**src/rtl/core/mcspg_pkg.sv**
```systemverilog
// Shared constants and types for the multi-channel servo pulse generator.
`timescale 1ns / 1ps

package mcspg_pkg;

  localparam int unsigned CHANNELS_DEF = 11;
  localparam int unsigned CHANNELS_MAX = 16;

  localparam int unsigned WIDTH_W = 12;
  localparam int unsigned ANGLE_W = 9;
  localparam int unsigned CHAN_W  = 4;
  localparam int unsigned KIND_W  = 2;
  localparam int unsigned FRAME_W = 13;
  localparam int unsigned POS_W   = 12;
  localparam int unsigned IDLE_W  = 24;
  localparam int unsigned PINS_W  = 11;
  localparam int unsigned PROD_W  = 21;
  localparam int unsigned STEP_W  = 5;

  localparam int unsigned CFG_IDX_W  = 3;
  localparam int unsigned CFG_DATA_W = 24;
  localparam int unsigned IN_DATA_W  = 16;
  localparam int unsigned OUT_DATA_W = 16;

  localparam logic [WIDTH_W-1:0] MIN_PULSE_RST = 12'd500;
  localparam logic [WIDTH_W-1:0] MAX_PULSE_RST = 12'd2500;
  localparam logic [ANGLE_W-1:0] MAX_ANGLE_RST = 9'd180;
  localparam logic [FRAME_W-1:0] FRAME_RST     = 13'd2500;
  localparam logic [IDLE_W-1:0]  TIMEOUT_RST   = 24'd125000;
  localparam logic [WIDTH_W-1:0] MID_PULSE     = 12'd1500;
  localparam logic [FRAME_W-1:0] FRAME_MAX     = 13'd4096;
  localparam logic [IDLE_W-1:0]  IDLE_MAX      = 24'hFFFFFF;

  localparam logic [CFG_IDX_W-1:0] CFG_MIN_PULSE = 3'd0;
  localparam logic [CFG_IDX_W-1:0] CFG_MAX_PULSE = 3'd1;
  localparam logic [CFG_IDX_W-1:0] CFG_MAX_ANGLE = 3'd2;
  localparam logic [CFG_IDX_W-1:0] CFG_FRAME     = 3'd3;
  localparam logic [CFG_IDX_W-1:0] CFG_TIMEOUT   = 3'd4;

  localparam logic [STEP_W-1:0] MUL_LAST = 5'(ANGLE_W - 1);
  localparam logic [STEP_W-1:0] DIV_LAST = 5'(PROD_W - 1);

  typedef enum logic [KIND_W-1:0] {
    KIND_TICK   = 2'd0,
    KIND_SET    = 2'd1,
    KIND_ATTACH = 2'd2,
    KIND_DETACH = 2'd3
  } kind_e;

  typedef enum logic [5:0] {
    S_IDLE = 6'b000001,
    S_SCAN = 6'b000010,
    S_MUL  = 6'b000100,
    S_DIV  = 6'b001000,
    S_FIN  = 6'b010000,
    S_EMIT = 6'b100000
  } state_e;

endpackage

```
**src/rtl/core/multi_channel_servo_pulse_generator_core.sv**
```systemverilog
// Servo pulse generator core: command decode, frame sequencing and serial angle mapping.
`timescale 1ns / 1ps

// Each input beat is a tick, a set-angle, an attach or a detach command; each gives one
// output beat with the pin levels and the pulse enable after the update. A tick scans
// the channels with one shared comparator that steps over them one per cycle.
// A set-angle on a valid channel runs a bit-serial multiply over the angle bits and a
// restoring divide (one quotient bit a cycle) that map the angle to a width.
// Attach, detach and set-angle on an ignored channel go straight to emit. A finished beat
// waits in the output register, so the next command is taken while it is unclaimed.
module multi_channel_servo_pulse_generator_core #(
  parameter int unsigned CHANNELS = mcspg_pkg::CHANNELS_DEF
) (
  input  logic                                clk_i,
  input  logic                                rst_ni,
  input  logic                                cfg_we_i,
  input  logic [mcspg_pkg::CFG_IDX_W-1:0]     cfg_idx_i,
  input  logic [mcspg_pkg::CFG_DATA_W-1:0]    cfg_data_i,
  input  logic                                s_axis_tvalid_i,
  output logic                                s_axis_tready_o,
  input  logic [mcspg_pkg::IN_DATA_W-1:0]     s_axis_tdata_i,  // channel[3:0], angle[12:4]
  input  logic [mcspg_pkg::KIND_W-1:0]        s_axis_tuser_i,  // kind[1:0]
  output logic                                m_axis_tvalid_o,
  input  logic                                m_axis_tready_i,
  output logic [mcspg_pkg::OUT_DATA_W-1:0]    m_axis_tdata_o   // pin_levels[10:0], pulsing_on[11]
);

  localparam int unsigned ChW = (CHANNELS > 1) ? $clog2(CHANNELS) : 1;
  localparam int unsigned WW  = mcspg_pkg::WIDTH_W;
  localparam int unsigned AW  = mcspg_pkg::ANGLE_W;
  localparam int unsigned PW  = mcspg_pkg::PROD_W;

  mcspg_pkg::state_e state_q, state_d;

  logic [WW-1:0]                   min_q, min_d, max_q, max_d;
  logic [AW-1:0]                   mang_q, mang_d;
  logic [mcspg_pkg::FRAME_W-1:0]   frame_q, frame_d;
  logic [mcspg_pkg::IDLE_W-1:0]    tmo_q, tmo_d;

  logic [WW-1:0]                   width_q [CHANNELS];
  logic [WW-1:0]                   width_d [CHANNELS];
  logic [CHANNELS-1:0]             att_q, att_d;
  logic [CHANNELS-1:0]             pins_q, pins_d;
  logic [mcspg_pkg::POS_W-1:0]     fp_q, fp_d;
  logic                            en_q, en_d;
  logic [mcspg_pkg::IDLE_W-1:0]    idle_q, idle_d;

  logic [ChW-1:0]                  cnt_q, cnt_d, ch_q, ch_d;
  logic [mcspg_pkg::STEP_W-1:0]    step_q, step_d;
  logic [mcspg_pkg::POS_W+2:0]     pos_q, pos_d;
  logic                            neg_q, neg_d;
  logic [WW-1:0]                   mag_q, mag_d;
  logic [AW-1:0]                   ang_q, ang_d;
  logic [PW-1:0]                   acc_q, acc_d;
  logic [AW-1:0]                   rem_q, rem_d;

  logic                            ov_q, ov_d;
  logic [mcspg_pkg::PINS_W:0]      odat_q, odat_d;

  // combinational helpers
  mcspg_pkg::kind_e                kind;
  logic [mcspg_pkg::CHAN_W-1:0]    in_ch;
  logic [AW-1:0]                   in_ang;
  logic                            in_fire, ch_ok, en_n;
  logic [ChW-1:0]                  in_idx, rd_idx;
  logic [WW-1:0]                   rd_w, new_w;
  logic [mcspg_pkg::FRAME_W-1:0]   eff_frame, fp_inc;
  logic [AW-1:0]                   span;
  logic [WW:0]                     diff;
  logic [AW:0]                     trial;
  logic [PW:0]                     sum;
  logic [mcspg_pkg::PINS_W-1:0]    pin_lv;

  assign kind    = mcspg_pkg::kind_e'(s_axis_tuser_i);
  assign in_ch   = s_axis_tdata_i[3:0];
  assign in_ang  = s_axis_tdata_i[12:4];
  assign in_fire = s_axis_tvalid_i && s_axis_tready_o;
  assign ch_ok   = {1'b0, in_ch} < 5'(CHANNELS);
  assign in_idx  = in_ch[ChW-1:0];

  assign s_axis_tready_o = (state_q == mcspg_pkg::S_IDLE);
  assign m_axis_tvalid_o = ov_q;
  assign m_axis_tdata_o  = {{(mcspg_pkg::OUT_DATA_W - mcspg_pkg::PINS_W - 1){1'b0}}, odat_q};

  assign rd_idx = (state_q == mcspg_pkg::S_SCAN) ? cnt_q : ch_q;
  assign rd_w   = width_q[rd_idx];

  assign eff_frame = (frame_q == '0) ? mcspg_pkg::FRAME_W'(1) :
                     (frame_q > mcspg_pkg::FRAME_MAX) ? mcspg_pkg::FRAME_MAX : frame_q;
  assign fp_inc    = {1'b0, fp_q} + mcspg_pkg::FRAME_W'(1);
  assign span      = (mang_q == '0) ? AW'(1) : mang_q;
  assign diff      = {1'b0, max_q} - {1'b0, min_q};
  assign trial     = {rem_q, acc_q[PW-1]};
  assign sum       = {{(PW - WW + 1){1'b0}}, min_q} + {1'b0, acc_q};

  always_comb begin
    if (neg_q && (acc_q != '0)) begin
      new_w = min_q;
    end else if (sum > {{(PW - WW + 1){1'b0}}, max_q}) begin
      new_w = max_q;
    end else begin
      new_w = sum[WW-1:0];
    end
  end

  for (genvar g = 0; g < mcspg_pkg::PINS_W; g++) begin : g_pins
    if (g < CHANNELS) begin : g_on
      assign pin_lv[g] = pins_q[g];
    end else begin : g_off
      assign pin_lv[g] = 1'b0;
    end
  end

  always_comb begin
    state_d = state_q;
    min_d   = min_q;
    max_d   = max_q;
    mang_d  = mang_q;
    frame_d = frame_q;
    tmo_d   = tmo_q;
    width_d = width_q;
    att_d   = att_q;
    pins_d  = pins_q;
    fp_d    = fp_q;
    en_d    = en_q;
    idle_d  = idle_q;
    cnt_d   = cnt_q;
    ch_d    = ch_q;
    step_d  = step_q;
    pos_d   = pos_q;
    neg_d   = neg_q;
    mag_d   = mag_q;
    ang_d   = ang_q;
    acc_d   = acc_q;
    rem_d   = rem_q;
    ov_d    = ov_q;
    odat_d  = odat_q;
    en_n    = en_q;

    if (cfg_we_i) begin
      case (cfg_idx_i)
        mcspg_pkg::CFG_MIN_PULSE: min_d   = cfg_data_i[WW-1:0];
        mcspg_pkg::CFG_MAX_PULSE: max_d   = cfg_data_i[WW-1:0];
        mcspg_pkg::CFG_MAX_ANGLE: mang_d  = cfg_data_i[AW-1:0];
        mcspg_pkg::CFG_FRAME:     frame_d = cfg_data_i[mcspg_pkg::FRAME_W-1:0];
        mcspg_pkg::CFG_TIMEOUT:   tmo_d   = cfg_data_i[mcspg_pkg::IDLE_W-1:0];
        default: ;
      endcase
    end

    if (ov_q && m_axis_tready_i) begin
      ov_d = 1'b0;
    end

    case (state_q)
      mcspg_pkg::S_IDLE: begin
        if (in_fire) begin
          case (kind)
            mcspg_pkg::KIND_TICK: begin
              if (fp_q == '0) begin
                en_n = en_q && !(idle_q > tmo_q);
                en_d = en_n;
                if (en_n) begin
                  pins_d = att_q;
                end
              end
              pos_d  = {fp_q, 3'b000};
              fp_d   = (fp_inc >= eff_frame) ? '0 : fp_inc[mcspg_pkg::POS_W-1:0];
              if (idle_q != mcspg_pkg::IDLE_MAX) begin
                idle_d = idle_q + mcspg_pkg::IDLE_W'(1);
              end
              cnt_d   = '0;
              state_d = mcspg_pkg::S_SCAN;
            end
            mcspg_pkg::KIND_SET: begin
              en_d = 1'b1;
              if (ch_ok) begin
                ch_d    = in_idx;
                ang_d   = in_ang;
                neg_d   = diff[WW];
                mag_d   = diff[WW] ? WW'(-diff) : diff[WW-1:0];
                acc_d   = '0;
                step_d  = '0;
                state_d = mcspg_pkg::S_MUL;
              end else begin
                state_d = mcspg_pkg::S_EMIT;
              end
            end
            mcspg_pkg::KIND_ATTACH: begin
              if (ch_ok) begin
                att_d[in_idx] = 1'b1;
              end
              state_d = mcspg_pkg::S_EMIT;
            end
            mcspg_pkg::KIND_DETACH: begin
              if (ch_ok) begin
                att_d[in_idx]  = 1'b0;
                pins_d[in_idx] = 1'b0;
              end
              state_d = mcspg_pkg::S_EMIT;
            end
            default: state_d = mcspg_pkg::S_EMIT;
          endcase
        end
      end
      mcspg_pkg::S_SCAN: begin
        if (att_q[cnt_q] && (pos_q > {3'b000, rd_w})) begin
          pins_d[cnt_q] = 1'b0;
        end
        if (cnt_q == ChW'(CHANNELS - 1)) begin
          state_d = mcspg_pkg::S_EMIT;
        end else begin
          cnt_d = cnt_q + ChW'(1);
        end
      end
      mcspg_pkg::S_MUL: begin
        // MSB-first shift-add over the angle bits
        acc_d  = {acc_q[PW-2:0], 1'b0} + (ang_q[AW-1] ? {{(PW - WW){1'b0}}, mag_q} : '0);
        ang_d  = {ang_q[AW-2:0], 1'b0};
        step_d = step_q + mcspg_pkg::STEP_W'(1);
        if (step_q == mcspg_pkg::MUL_LAST) begin
          step_d  = '0;
          rem_d   = '0;
          state_d = mcspg_pkg::S_DIV;
        end
      end
      mcspg_pkg::S_DIV: begin
        // restoring divide, quotient shifts into acc
        if (trial >= {1'b0, span}) begin
          rem_d = AW'(trial - {1'b0, span});
          acc_d = {acc_q[PW-2:0], 1'b1};
        end else begin
          rem_d = trial[AW-1:0];
          acc_d = {acc_q[PW-2:0], 1'b0};
        end
        step_d = step_q + mcspg_pkg::STEP_W'(1);
        if (step_q == mcspg_pkg::DIV_LAST) begin
          state_d = mcspg_pkg::S_FIN;
        end
      end
      mcspg_pkg::S_FIN: begin
        if (att_q[ch_q] && (new_w != rd_w)) begin
          width_d[ch_q] = new_w;
          idle_d        = '0;
        end
        state_d = mcspg_pkg::S_EMIT;
      end
      mcspg_pkg::S_EMIT: begin
        if (!ov_q || m_axis_tready_i) begin
          ov_d    = 1'b1;
          odat_d  = {en_q, pin_lv};
          state_d = mcspg_pkg::S_IDLE;
        end
      end
      default: state_d = mcspg_pkg::S_IDLE;
    endcase
  end

  always_ff @(posedge clk_i or negedge rst_ni) begin
    if (!rst_ni) begin
      state_q <= mcspg_pkg::S_IDLE;
      min_q   <= mcspg_pkg::MIN_PULSE_RST;
      max_q   <= mcspg_pkg::MAX_PULSE_RST;
      mang_q  <= mcspg_pkg::MAX_ANGLE_RST;
      frame_q <= mcspg_pkg::FRAME_RST;
      tmo_q   <= mcspg_pkg::TIMEOUT_RST;
      for (int i = 0; i < CHANNELS; i++) begin
        width_q[i] <= mcspg_pkg::MID_PULSE;
      end
      att_q   <= '0;
      pins_q  <= '0;
      fp_q    <= '0;
      en_q    <= 1'b0;
      idle_q  <= '0;
      cnt_q   <= '0;
      step_q  <= '0;
      ov_q    <= 1'b0;
    end else begin
      state_q <= state_d;
      min_q   <= min_d;
      max_q   <= max_d;
      mang_q  <= mang_d;
      frame_q <= frame_d;
      tmo_q   <= tmo_d;
      width_q <= width_d;
      att_q   <= att_d;
      pins_q  <= pins_d;
      fp_q    <= fp_d;
      en_q    <= en_d;
      idle_q  <= idle_d;
      cnt_q   <= cnt_d;
      step_q  <= step_d;
      ov_q    <= ov_d;
    end
  end

  // datapath registers, no reset
  always_ff @(posedge clk_i) begin
    ch_q   <= ch_d;
    pos_q  <= pos_d;
    neg_q  <= neg_d;
    mag_q  <= mag_d;
    ang_q  <= ang_d;
    acc_q  <= acc_d;
    rem_q  <= rem_d;
    odat_q <= odat_d;
  end

endmodule
```
**config.mk**
```make
export PLATFORM = sky130hd
export DESIGN_NAME = multi_channel_servo_pulse_generator_core
export DESIGN_NICKNAME = d
export VERILOG_FILES = /design/src/rtl/core/mcspg_pkg.sv /design/src/rtl/core/multi_channel_servo_pulse_generator_core.sv
export SDC_FILE = /design/constraint.sdc
export NUM_CORES = 1
export LEC_CHECK = 0
export BUFFER_PORTS_ARGS = -buffer_cell sky130_fd_sc_hd__buf_4
export CAP_MARGIN = 10
export CORE_UTILIZATION = 44
export CTS_CLUSTER_DIAMETER = 50
export CTS_CLUSTER_SIZE = 28
export DETAILED_ROUTE_END_ITERATION = 8
export RECOVER_POWER = 50
export SYNTH_ARGS = -nofsm -noshare
export SYNTH_HDL_FRONTEND = slang
export SYNTH_SLANG_ARGS = --single-unit
```
**constraint.sdc**
```tcl
create_clock -name clk_i -period 5.9 [get_ports clk_i]
set_input_delay 0.59 -clock clk_i [delete_from_list [all_inputs] [get_ports clk_i]]
set_output_delay 0.59 -clock clk_i [all_outputs]
set_load 0.01 [all_outputs]
```
# ---- After elaboration in Yosys (flattened, before gate mapping)
# Index checks and enable logic that the tools add are counted.
dict set report op_classes {
  add_sub_neg 9
  mux 72
  n_lt_le_gt_ge 15
  eq_ne 37
  n_bitwise 8
  reduce_logical 44
}
# cell count
set op_table {}
lappend op_table {{$bwmux W132} 1}
lappend op_table {{$mux W12} 8}
lappend op_table {{$mux W24} 4}
lappend op_table {{$mux W11} 7}
lappend op_table {{$pmux W11 S2} 3}
lappend op_table {{$mux W21} 3}
lappend op_table {{$pmux W21 S3} 1}
lappend op_table {{$mux W9} 6}
lappend op_table {{$bmux W12 S4} 1}
lappend op_table {{$demux W12 S4} 1}
lappend op_table {{$pmux W24 S2} 1}
lappend op_table {{$mux W6} 6}
lappend op_table {{$pmux W6 S6} 1}
lappend op_table {{$pmux W9 S2} 2}
lappend op_table {{$and A11 B11 Y11} 3}
lappend op_table {{$mux W13} 2}
lappend op_table {{$add A24 B1 Y24 const B} 1}
lappend op_table {{$gt A24 B24 Y1} 1}
lappend op_table {{$ne A24 B24 Y1 const B} 1}
lappend op_table {{$add A12 B21 Y22} 1}
lappend op_table {{$gt A22 B12 Y1} 1}
lappend op_table {{$not A11 Y11} 2}
lappend op_table {{$add A21 B12 Y21} 1}
lappend op_table {{$reduce_bool A21 Y1} 1}
lappend op_table {{other kinds (61)} 126}
dict set report totals {
  register_bits 357
}

# ---- Longest topological paths before layout
dict set report depth {
  word_depth 10
  depth_mapped 24
  mapped_depth_nobuf 22
}

# ---- Worst setup path after synthesis
# OpenSTA, ideal clock, no wires.
dict set report synth_path {
  kind {register to register}
  start {register min_q[2]}
  end {register width_q[49] in the netlist's numbering}
  period_less_slack_ps 5374
  setup_ps 128
  arrival_ps 5246
  path_stages_with_launch 22
  required_time_ps 5772
  setup_slack_ps 526
  cell_sequence {dfstp_2 > ha_1 > a21oi_1 > a21oi_1 > o21ai_1 > and2_1 > o21ai_0 > xnor2_1 > inv_1 > ha_1 > nand4_1 > or4_1 > a21boi_1 > o2111ai_2 > nor3_2 > o221ai_1 > xor2_1 > nand4_1 > nor3_2 > nor4_1 > buf_2 > mux2_1}
}
dict set report synth_via {
  elab_chain_len 7
  word_cells_on_any_way 8
  classes_between {add/sub (1); order compare (1); eq/ne (1); mux (3); reduce/logical (2)}
}
# item line_no
set synth_rtl {}
lappend synth_rtl {{from (decl)} multi_channel_servo_pulse_generator_core.sv:35} ;# logic [WW-1:0] min_q, min_d, max_q, max_d;
lappend synth_rtl {{from (signal assigned)} multi_channel_servo_pulse_generator_core.sv:262} ;# min_q <= mcspg_pkg::MIN_PULSE_RST;
lappend synth_rtl {{from (signal assigned)} multi_channel_servo_pulse_generator_core.sv:280} ;# min_q <= min_d;
lappend synth_rtl {{$add A12 B21 Y22} multi_channel_servo_pulse_generator_core.sv:94} ;# assign sum = {{(PW - WW + 1){1'b0}}, min_q} + {1'b0, acc_q};
lappend synth_rtl {{$gt A22 B12 Y1} multi_channel_servo_pulse_generator_core.sv:99} ;# end else if (sum > {{(PW - WW + 1){1'b0}}, max_q}) begin
lappend synth_rtl {{$mux W12} multi_channel_servo_pulse_generator_core.sv:99}
lappend synth_rtl {{$mux W12 (*)} multi_channel_servo_pulse_generator_core.sv:97} ;# if (neg_q && (acc_q != '0)) begin
lappend synth_rtl {{$ne A12 B12 Y1} multi_channel_servo_pulse_generator_core.sv:242} ;# if (att_q[ch_q] && (new_w != rd_w)) begin
lappend synth_rtl {{$logic_and A1 B1 Y1} multi_channel_servo_pulse_generator_core.sv:242}
lappend synth_rtl {{$reduce_and A2 Y1 (no source line)} n/a}
lappend synth_rtl {{to (signal, indexed assignment)} multi_channel_servo_pulse_generator_core.sv:268} ;# width_q[i] <= mcspg_pkg::MID_PULSE;
lappend synth_rtl {{to (signal assigned)} multi_channel_servo_pulse_generator_core.sv:285} ;# width_q <= width_d;
lappend synth_rtl {{to (decl)} multi_channel_servo_pulse_generator_core.sv:40} ;# logic [WW-1:0] width_q [CHANNELS];
# Every way passes the cells marked *; elsewhere a longest branch is shown, timed or not.
# A chain may end at the register's enable or synchronous reset.

# ---- Worst setup path in the final report
dict set report layout_path {
  start {register min_q[4]}
  end {register width_q[57] in the netlist's numbering}
}
# Same word-level chain as after synthesis.

==> flow_summary.toml <==
[clocking]
clkTransAtPathRegs_ns = 0.06
worstSkewPairLatency_ns = 0.58
cts_tree = "built"
cts_buffers = 42
htreeDepth = 2
cts-root-buf = "clkbuf_16"
clk_path_buf_depth = 3
clock-sinks = 357
cts_hold_buf = 0

[global_route]
grt_max_degree = 113
grt_overflow = 0
grtUsageTotal_pct = 23.4
grt_pass1_vias = 16023
grt_first_pass_wirelength_um = 87700
antenna_found_initial = 1

[worst_setup_path]
path_class = "reg2reg"
required_ns = 6.34
cp_slowest_cell = "or4_4"
r2r_start = "min_q[4]"
cp_slowest_stage_delay_ns = 0.58
r2r_slack_ns = 0.17
start_kind = "register"
r2r_cells = 23
cp_cell_sequence = "ha_1 > a21oi_2 > inv_2 > o21ai_2 > and2_4 > o21ai_0 > xnor2_1 > inv_1 > ha_1 > nand4_1 > or4_4 > a21boi_4 > o2111ai_4 > or4_1 > o221ai_1 > xor2_1 > nand4_1 > buf_4 > nor3_4 > buf_12 > nor4_2 > buf_12 > mux2_1"
arrival_ns = 6.17
r2r-end = "width_q[57]"
crit_fanout = 12
cp-end-kind = "register"
crit_family = "simple AND/OR/NAND/NOR gates"
cp_num_buf_inv = 5

[logic_synthesis]
yosys_warnings = 0
syn_area_sq_um = 20600
synth.most_common_cell = "nand2_1"
ys_ff_latch = 357
syn_avg_cell_area_sq_um = 9.90
synth_edf_count = 80
ys_top_cells_by_count = "nand2_1 (308), dfrtp_1 (172), o21ai_0 (152), mux2_1 (132), a21oi_1 (125)"
yosysSeqAreaShare_pct = 45.9
yosys.area.top_type = "dfrtp_1"
synth.distinct_cells = 82
synth_area_leaders = "dfrtp_1 (21%), dfstp_2 (13%), edfxtp_1 (12%)"
synthArstFlopShare_pct = 77.6
synth_top_area_share_pct = 20.9
syn_inst = 2083
synth_flop_cell = "dfrtp_1"

[floorplan]
dieArea_sq_um = 47700
die_w_um = 218
start_util_pct = 45.0
core_area_sq_um = 45800
row_count = 78
boundaryPins = 68
fp.dieH_um = 218

[routing]
final_antenna_net_count = 0
routed_wl_um = 54700
drtPass1Iterations = 6
drt_first_iter_violations = 1134
vias_per_cell = 5.72
avgRoutedWirePerCell_um = 19.4
num_vias = 16098
drc = 0

[finish]
finalNetCount = 2345
drive_gt1_share_pct = 17.4
num_antenna_cells = 0
seq_area_sq_um = 9470
fill_cells = 4075
post-route-util_pct = 52.3
final_cells = 2813
syn_to_final_growth_pct = 16.0
multi_input_area_sq_um = 10500

[power]
vdd_drop_max_v = 0.000269
power_density_nw_per_um2 = 352
power.total_mw = 8.41
p_leak_nw = 10.5

[placed_design]
gp_routability_congestion = 0.884
placed_cells = 2726
port_buffers = 60
dp_hpwl_um = 38600

[sta]
slew_violations = 306
fin_skew_ns = 0.0274
slew_headroom_pct = -98.5
fin_crit_ns = 5.73
max_slew.worst_pin.slew_ns = 2.98
fmax_ghz = 0.175
finalCritPeriodShare_pct = 97.1
hold_slack_ns = 0.237
finalSetupViolations = 0
tns_ns = 0
hold_viol = 0
rsz0062_at_grt = "yes"

[min_path]
hold_class = "in2reg"
worstHoldEndpoint = "tmo_q[19]"
min_path_cells = 3
hold_start = "cfg_data_i[19]"

[run_status]
status = "finished with violations"
failed_checks = "capacitance limit, slew limit"

[flow_run]
drv_cap = 5
==> per-layer routing <==
layer	vias up	wire length (um)	global-route usage [%]
met1	7929	25000	32.7
met3	105	2670	3.58
met2	382	25200	36.7
met4	0	1780	8.32
met5	-	0	0
li1	7682	-	-
==> metrics by stage <==
stage          cell area [sq um]  setup slack [ns]
2_1_floorplan              20600             0.526
3_3_place_gp               22300          -0.00105
3_5_place_dp               22300            -0.129
4_1_cts                    23900           0.00185
5_1_grt                    23900            -0.118
6_report                   23900             0.171
==> cell families (layout without fill, tap and decap cells) <==
| family | Yosys count | in the layout | synth area share, % |
|---|---|---|---|
| compound gates | 477 | 478 | 14.2 |
| xor+xnor | 67 | 67 | 2.85 |
| fa+ha+maj | 116 | 116 | 7.19 |
| buf+inv | 217 | 343 | 4.13 |
| flops | 357 | 357 | 45.9 |
| mux | 196 | 196 | 10.7 |
| other cells | 1 | 4 | 0.0182 |
| simple gates | 652 | 652 | 15.0 |
==> flip-flops by register name, summed over array words and instances (netlist names), 12 cells and up, named ones only <==
signal / cells
frame_q: 13
max_q: 12
mag_q: 12
tmo_q: 24
fp_q: 12
odat_q: 12
idle_q: 24
acc_q: 21
pos_q: 12
min_q: 12
width_q: 132
==> worst reg2reg max path: cells and delay by family, from the launching register on <==
kind                     cells  cell delay (ns)
AND/OR/NAND/NOR              7             2.06
AO/OA/AOI/OAI                6             1.06
buffers and inverters        5             0.63
adder cells (fa/ha/maj)      2             0.58
flip-flops                   1             0.55
XOR/XNOR                     2             0.39
multiplexers                 1             0.34
==> power by group <==
part,internal (mW),leakage [nW],switching (mW),total [mW]
Combinational,0.966,5.61,1.43,2.40
Sequential,2.90,4.12,0.276,3.17
Clock,1.65,0.754,1.20,2.84
==> how the worst max path moves through the flow <==
stage,startpoint,endpoint,depth (start not counted)
2_1_floorplan,min_q[2],width_q[49],21
3_5_place_dp,min_q[2],idle_q[14],21
3_3_place_gp,min_q[2],idle_q[17],21
5_1_grt,min_q[4],width_q[69],23
6_report,min_q[4],width_q[57],23
4_1_cts,min_q[2],width_q[13],22
==> area by class of cell <==
type,count,area share (%)
Sequential cell,357,39.6
Clock inverter,29,1.45
Clock buffer,49,4.99
Tap cell,600,3.14
Timing Repair Buffer,153,5.02
Inverter,112,1.76
Multi-Input combinational cell,1513,44.1
==> timing repair <==
item	in CTS	in global routing
pin swaps	0	11
endpoints found under the setup margin	65	167
endpoints found under the hold margin	0	0
setup buffers	0	8
resized for setup	5	21
cloned	0	1
==> cells in the final DEF (no fill, tap or decap), types with 12 or more instances in the layout <==
master / count
nand2_1: 308
dfrtp_1: 172
o21ai_0: 151
mux2_1: 132
a21oi_1: 119
buf_4: 112
ha_1: 111
inv_1: 107
dfstp_2: 105
edfxtp_1: 80
nor2_1: 77
nand3_1: 64
clkbuf_16: 47
a31oi_1: 45
xnor2_1: 37
mux2i_1: 36
nand2b_1: 32
xor2_1: 30
nand4_1: 27
a21o_1: 26
clkbuf_1: 26
mux2_2: 21
and3_1: 21
nor2b_1: 18
nor3_1: 18
nor4_1: 15
and2_1: 15
o21bai_1: 12
buf_12: 12
(Power assumes the default switching activity.)
